<file path="src/hw/rtl/dsa_pkg.sv">
// Shared constants, codes and control/status bundles of the descriptor slot allocator.
package dsa_pkg;

  localparam int MAX_SLOTS   = 1024;
  localparam int ADDR_BITS   = 48;
  localparam int SLOT_W      = $clog2(MAX_SLOTS);
  localparam int CNT_W       = $clog2(MAX_SLOTS + 1);
  localparam int STRIDE_W    = 9;
  localparam int RAW_W       = 11;
  localparam int COUNT_REG_W = 11;
  localparam int OP_W        = 2;
  localparam int STATUS_W    = 3;

  localparam int CFG_DW = 64;
  localparam int CFG_AW = 5;

  localparam int IN_FIELDS_W  = RAW_W + ADDR_BITS;
  localparam int IN_DATA_W    = ((IN_FIELDS_W + 7) / 8) * 8;
  localparam int OUT_FIELDS_W = SLOT_W + 2 * ADDR_BITS + CNT_W + 1;
  localparam int OUT_DATA_W   = ((OUT_FIELDS_W + 7) / 8) * 8;

  // Divider retires this many quotient bits per cycle.
  localparam int DIV_STEP_BITS = 4;
  localparam int DIV_CYC       = (ADDR_BITS + DIV_STEP_BITS - 1) / DIV_STEP_BITS;
  localparam int DIV_W         = DIV_CYC * DIV_STEP_BITS;
  localparam int DIV_CNT_W     = $clog2(DIV_CYC + 1);
  localparam int REM_W         = STRIDE_W + 1;

  localparam logic [CNT_W-1:0]     RST_SLOT_COUNT  = CNT_W'(MAX_SLOTS);
  localparam logic [STRIDE_W-1:0]  RST_SLOT_STRIDE = STRIDE_W'(32);

  typedef enum logic [OP_W-1:0] {
    OP_ALLOC     = 2'd0,
    OP_FREE_IDX  = 2'd1,
    OP_FREE_ADDR = 2'd2
  } op_t;

  typedef enum logic [STATUS_W-1:0] {
    ST_OK          = 3'd0,
    ST_EMPTY       = 3'd1,
    ST_BAD_INDEX   = 3'd2,
    ST_DOUBLE_FREE = 3'd3,
    ST_MISALIGNED  = 3'd4
  } status_t;

  typedef enum logic [1:0] {
    REG_SLOT_COUNT  = 2'd0,
    REG_SLOT_STRIDE = 2'd1,
    REG_CPU_BASE    = 2'd2,
    REG_GPU_BASE    = 2'd3
  } reg_t;

  typedef struct packed {
    logic    accept;
    logic    clr_init;
    logic    clr_step;
    logic    set_idx_raw;
    logic    div_start;
    logic    set_idx_q;
    logic    pop;
    logic    calc_addr;
    logic    give_idx;
    logic    push;
    logic    set_status;
    status_t status;
    logic    load_out;
  } cmd_t;

  typedef struct packed {
    op_t  op;
    logic raw_neg;
    logic depth_zero;
    logic stride_zero;
    logic div_done;
    logic rem_nz;
    logic q_oob;
    logic idx_oob;
    logic mark_set;
    logic depth_full;
    logic out_full;
    logic sweep_last;
  } sts_t;

endpackage

</file>
<file path="src/hw/rtl/dsa_ctrl.sv">
// Controller state machine sequencing refill sweeps and allocate/free items.
module dsa_ctrl import dsa_pkg::*; (
  input  logic clk,
  input  logic rst_n,
  input  logic count_wr,
  input  logic in_tvalid,
  input  sts_t sts,
  output cmd_t cmd,
  output logic in_tready
);

  typedef enum logic [3:0] {
    S_CLR_INIT,
    S_CLR,
    S_IDLE,
    S_DECODE,
    S_POP,
    S_ADDR,
    S_DIV,
    S_CHECK,
    S_MARK,
    S_FINISH
  } state_t;

  state_t state_r, state_nxt;

  always_comb begin
    cmd       = '0;
    state_nxt = state_r;
    in_tready = 1'b0;
    case (state_r)
      S_CLR_INIT: begin
        cmd.clr_init = 1'b1;
        state_nxt    = S_CLR;
      end
      S_CLR: begin
        cmd.clr_step = 1'b1;
        if (sts.sweep_last) begin
          state_nxt = S_IDLE;
        end
      end
      S_IDLE: begin
        in_tready = 1'b1;
        if (in_tvalid) begin
          cmd.accept = 1'b1;
          state_nxt  = S_DECODE;
        end
      end
      S_DECODE: begin
        case (sts.op)
          OP_ALLOC: begin
            if (sts.depth_zero) begin
              cmd.set_status = 1'b1;
              cmd.status     = ST_EMPTY;
              state_nxt      = S_FINISH;
            end else begin
              state_nxt = S_POP;
            end
          end
          OP_FREE_IDX: begin
            if (sts.raw_neg) begin
              cmd.set_status = 1'b1;
              cmd.status     = ST_BAD_INDEX;
              state_nxt      = S_FINISH;
            end else begin
              cmd.set_idx_raw = 1'b1;
              state_nxt       = S_CHECK;
            end
          end
          OP_FREE_ADDR: begin
            if (sts.stride_zero) begin
              cmd.set_status = 1'b1;
              cmd.status     = ST_MISALIGNED;
              state_nxt      = S_FINISH;
            end else begin
              cmd.div_start = 1'b1;
              state_nxt     = S_DIV;
            end
          end
          default: begin
            cmd.set_status = 1'b1;
            cmd.status     = ST_BAD_INDEX;
            state_nxt      = S_FINISH;
          end
        endcase
      end
      S_POP: begin
        cmd.pop   = 1'b1;
        state_nxt = S_ADDR;
      end
      S_ADDR: begin
        cmd.calc_addr = 1'b1;
        state_nxt     = S_FINISH;
      end
      S_DIV: begin
        if (sts.div_done) begin
          if (sts.rem_nz) begin
            cmd.set_status = 1'b1;
            cmd.status     = ST_MISALIGNED;
            state_nxt      = S_FINISH;
          end else if (sts.q_oob) begin
            cmd.set_status = 1'b1;
            cmd.status     = ST_BAD_INDEX;
            state_nxt      = S_FINISH;
          end else begin
            cmd.set_idx_q = 1'b1;
            state_nxt     = S_CHECK;
          end
        end
      end
      S_CHECK: begin
        if (sts.idx_oob) begin
          cmd.set_status = 1'b1;
          cmd.status     = ST_BAD_INDEX;
          state_nxt      = S_FINISH;
        end else begin
          state_nxt = S_MARK;
        end
      end
      S_MARK: begin
        cmd.give_idx = 1'b1;
        if (!sts.mark_set || sts.depth_full) begin
          cmd.set_status = 1'b1;
          cmd.status     = ST_DOUBLE_FREE;
        end else begin
          cmd.push = 1'b1;
        end
        state_nxt = S_FINISH;
      end
      S_FINISH: begin
        if (!sts.out_full) begin
          cmd.load_out = 1'b1;
          state_nxt    = S_IDLE;
        end
      end
      default: begin
        state_nxt = S_CLR_INIT;
      end
    endcase
    // A new slot count restarts the refill sweep.
    if (count_wr) begin
      state_nxt = S_CLR_INIT;
    end
  end

  always_ff @(posedge clk) begin
    if (!rst_n) begin
      state_r <= S_CLR_INIT;
    end else begin
      state_r <= state_nxt;
    end
  end

endmodule

</file>
<file path="config.mk">
export PLATFORM = sky130hd
export DESIGN_NAME = dsa_ctrl
export DESIGN_NICKNAME = d
export VERILOG_FILES = /design/src/hw/rtl/dsa_pkg.sv /design/src/hw/rtl/dsa_ctrl.sv
export SDC_FILE = /design/constraint.sdc
export NUM_CORES = 1
export LEC_CHECK = 0
export ABC_AREA = 1
export ABC_CLOCK_PERIOD_IN_PS = 1110
export BUFFER_PORTS_ARGS = -buffer_cell sky130_fd_sc_hd__clkbuf_2
export CAP_MARGIN = 20
export CELL_PAD_IN_SITES_DETAIL_PLACEMENT = 0
export CELL_PAD_IN_SITES_GLOBAL_PLACEMENT = 1
export CORE_MARGIN = 2
export CORE_UTILIZATION = 23
export CTS_CLUSTER_DIAMETER = 80
export DETAILED_ROUTE_END_ITERATION = 6
export GPL_ROUTABILITY_DRIVEN = 0
export PLACE_DENSITY_LB_ADDON = 0.3
export SKIP_LAST_GASP = 1
export SLEW_MARGIN = 20
export SYNTH_ARGS = -nofsm -noshare
export SYNTH_HDL_FRONTEND = slang
export SYNTH_SLANG_ARGS = --single-unit
</file>
<file path="constraint.sdc">
create_clock -name clk -period 1.11 [get_ports clk]
set_input_delay 0.0555 -clock clk [delete_from_list [all_inputs] [get_ports clk]]
set_output_delay 0.0555 -clock clk [all_outputs]
set_load 0.01 [all_outputs]
</file>
==> qor.yml <==
cp.buffers_inverters: 2
critPathTopFamily: "flip-flops"
tightestPinTransition_ns: 0.213
finalInstanceArea_um2: 1040
netlist_instances: 103
internal_power_uw: 336
vias_per_cell: 4.41
min_to: "state_r[0]"
path_cells: "buf_6 > nor2_4 > nand2_2 > o32ai_2 > buf_2"
place_inst: 178
arrival_ns: 1.34
synth_area_um2: 557
reg2reg_from: "state_r[3]"
root_buffer: "clkbuf_4"
crit_slowest_cell: "dfxtp_2"
power_density_nw_per_um2: 472
die_h_um: 53.2
clock-sinks: 4
totalWireLength_mm: 1.69
layout_min_cycle_time_ns: 1.40
avgSynthCellArea_um2: 5.41
cp_max_fo: 6
largest_reg_flops: 4
fin_skew_ns: 0.000359
syn_nets: 120
num_io_pins: 33
io_buffers: 32
syn2layout_area_growth_pct: 86.3
num_antenna_cells: 0
vias: 829
fmax_mhz: 716
worstSetupPathType: "reg -> out"
multi_input_area_um2: 479
antenna_found_initial: 0
regArea_um2: 90.1
hold_ws_ns: 0.119
h-tree-depth: 1
rsz0062_at_grt: "yes"
max-vdd-ir-drop_mv: 0.272
grt_max_degree: 7
grt_first_pass_wirelength_mm: 2.83
final_antenna_net_count: 0
clkLatencyLatePin_ns: 0.24
fin_util: 0.460
regToRegSetupSlack_ns: -0.18
tns_ns: -3.81
min_path_cells: 3
finalHoldViolations: 0
rows: 17
firstDrtPassIters: 3
endpoint_kind: "primary output"
top_register: "state_r"
fin_ws_ns: -0.286
die_x_um: 53.2
p_leak_nw: 0.571
combinationalPowerShare: 0.315
wl_per_cell_um: 8.96
gr-usage-all-layers: 0.136
synth_seq_cells: 4
cp-start-kind: "flip-flop"
reg_top3: "state_r x4"
cp_data_required_time_ns: 1.05
path_clk_slew_ns: 0.04
cap_violations: 0
fill_cells: 265
cp.depth: 5
power.share.clock: 0.372
slew_headroom: 0.858
cpPeakStageDelay_ns: 0.33
layout.nets: 179
hold_path_class: "in -> reg"
die_area_um2: 2830
fin_total_pwr_uw: 490
r2r_cells: 8
yosysWarnings: 0
drive_above_1_share: 0.588
cts_buffers: 3
seq_area_frac_synth: 0.144
timing.rr.end: "state_r[1]"
hp-start: "rst_n"
clockBufferDepth: 2
first_global_vias: 747
fin_crit_sh: 1.26
synth_cell_types: 20
status: "finished with violations"
p_sw_frac: 0.313
p_switching_uw: 153
final_cells: 188
mostFrequentLayoutCells: "clkbuf_2 (24), nand2_1 (21), buf_4 (20)"
dpl_cell_area_um2: 877
drt_iter0_drc: 11
drc: 0
start_util: 0.247
final_common_cell: "clkbuf_2"
setup_viol: 20
p_seq_frac: 0.313
drv_slew: 0
grt_overflow: 0
dp_hpwl_mm: 1.45
violations: "negative setup slack"
coreArea_um2: 2250
dp_slack_ns: -0.139
cts_tree: "done"
==> cell families after synthesis <==
family | share of synthesized area
buf+inv | 0.128
flops | 0.144
simple gates | 0.598
compound gates | 0.130
==> power groups by stage <==
stage                     logic, mW  clock network, mW  registers [mW]
after floorplan              0.0776                  0           0.157
after global placement        0.143                  0           0.158
after detailed placement      0.145                  0           0.158
after CTS                     0.154              0.187           0.156
after global routing          0.175              0.192           0.154
final                         0.154              0.182           0.153
==> cells in the mapped netlist <==
library cell  instances  area, um2
nand2_1              24       90.1
inv_1                16       60.1
nor2_1               16       60.1
nand3_1              11       55.1
dfxtp_1               4       80.1
nor2_2                4       25.0
inv_2                 3       11.3
nand2_2               3       18.8
nand3b_1              3       22.5
nor2_4                3       33.8
nor3_1                3       15.0
a21oi_1               2       10.0
a21oi_2               2       17.5
o21ai_0               2       10.0
o21ai_1               2       10.0
nand4_1               1       6.26
nor4_1                1       6.26
o211ai_1              1       7.51
o221ai_1              1       8.76
o32ai_1               1       8.76
==> metal layers <==
layer / GRT usage / vias up / part of all wire / wire length, um
li1: - / 446 / - / -
met1: 0.151 / 360 / 0.41 / 698
met2: 0.249 / 19 / 0.52 / 875
met3: 0.0113 / 4 / 0.045 / 75
met4: 0.0769 / 0 / 0.021 / 36
met5: 0 / - / 0 / 0
==> worst max path at each step <==
| stage | from | end | slack, ns |
|---|---|---|---|
| 6_report | state_r[3] | cmd[3] | -0.29 |
| 4_1_cts | state_r[3] | cmd[4] | -0.29 |
| 3_5_place_dp | state_r[1] | cmd[2] | -0.14 |
| 5_1_grt | state_r[3] | cmd[4] | -0.38 |
| 2_1_floorplan | state_r[1] | state_r[0] | 0.004 |
| 3_3_place_gp | state_r[1] | cmd[2] | -0.13 |
==> final cells by class <==
| class | instances | share of cell area |
|---|---|---|
| inverter | 19 | 0.0688 |
| sequential | 4 | 0.0869 |
| multi-input combinational | 80 | 0.462 |
| timing repair buffer | 54 | 0.327 |
| tap | 28 | 0.0338 |
| clock buffer | 3 | 0.0217 |
==> timing repair <==
| item | CTS | global route |
|---|---|---|
| pin swaps | 8 | 5 |
| hold buffers | 0 | 0 |
| setup endpoints to repair | 20 | 20 |
| setup buffers | 5 | 2 |
| resized for setup | 17 | 17 |
==> worst register-to-register path, stage by stage (launching register included) <==
cell and delay (ns):
dfxtp_2 0.33, buf_6 0.12, nor2_4 0.20, buf_6 0.13
nand3_1 0.09, nand2_2 0.12, nor2_4 0.06, nand2_1 0.07
a21oi_2 0.05
(Power assumes the default switching activity.)
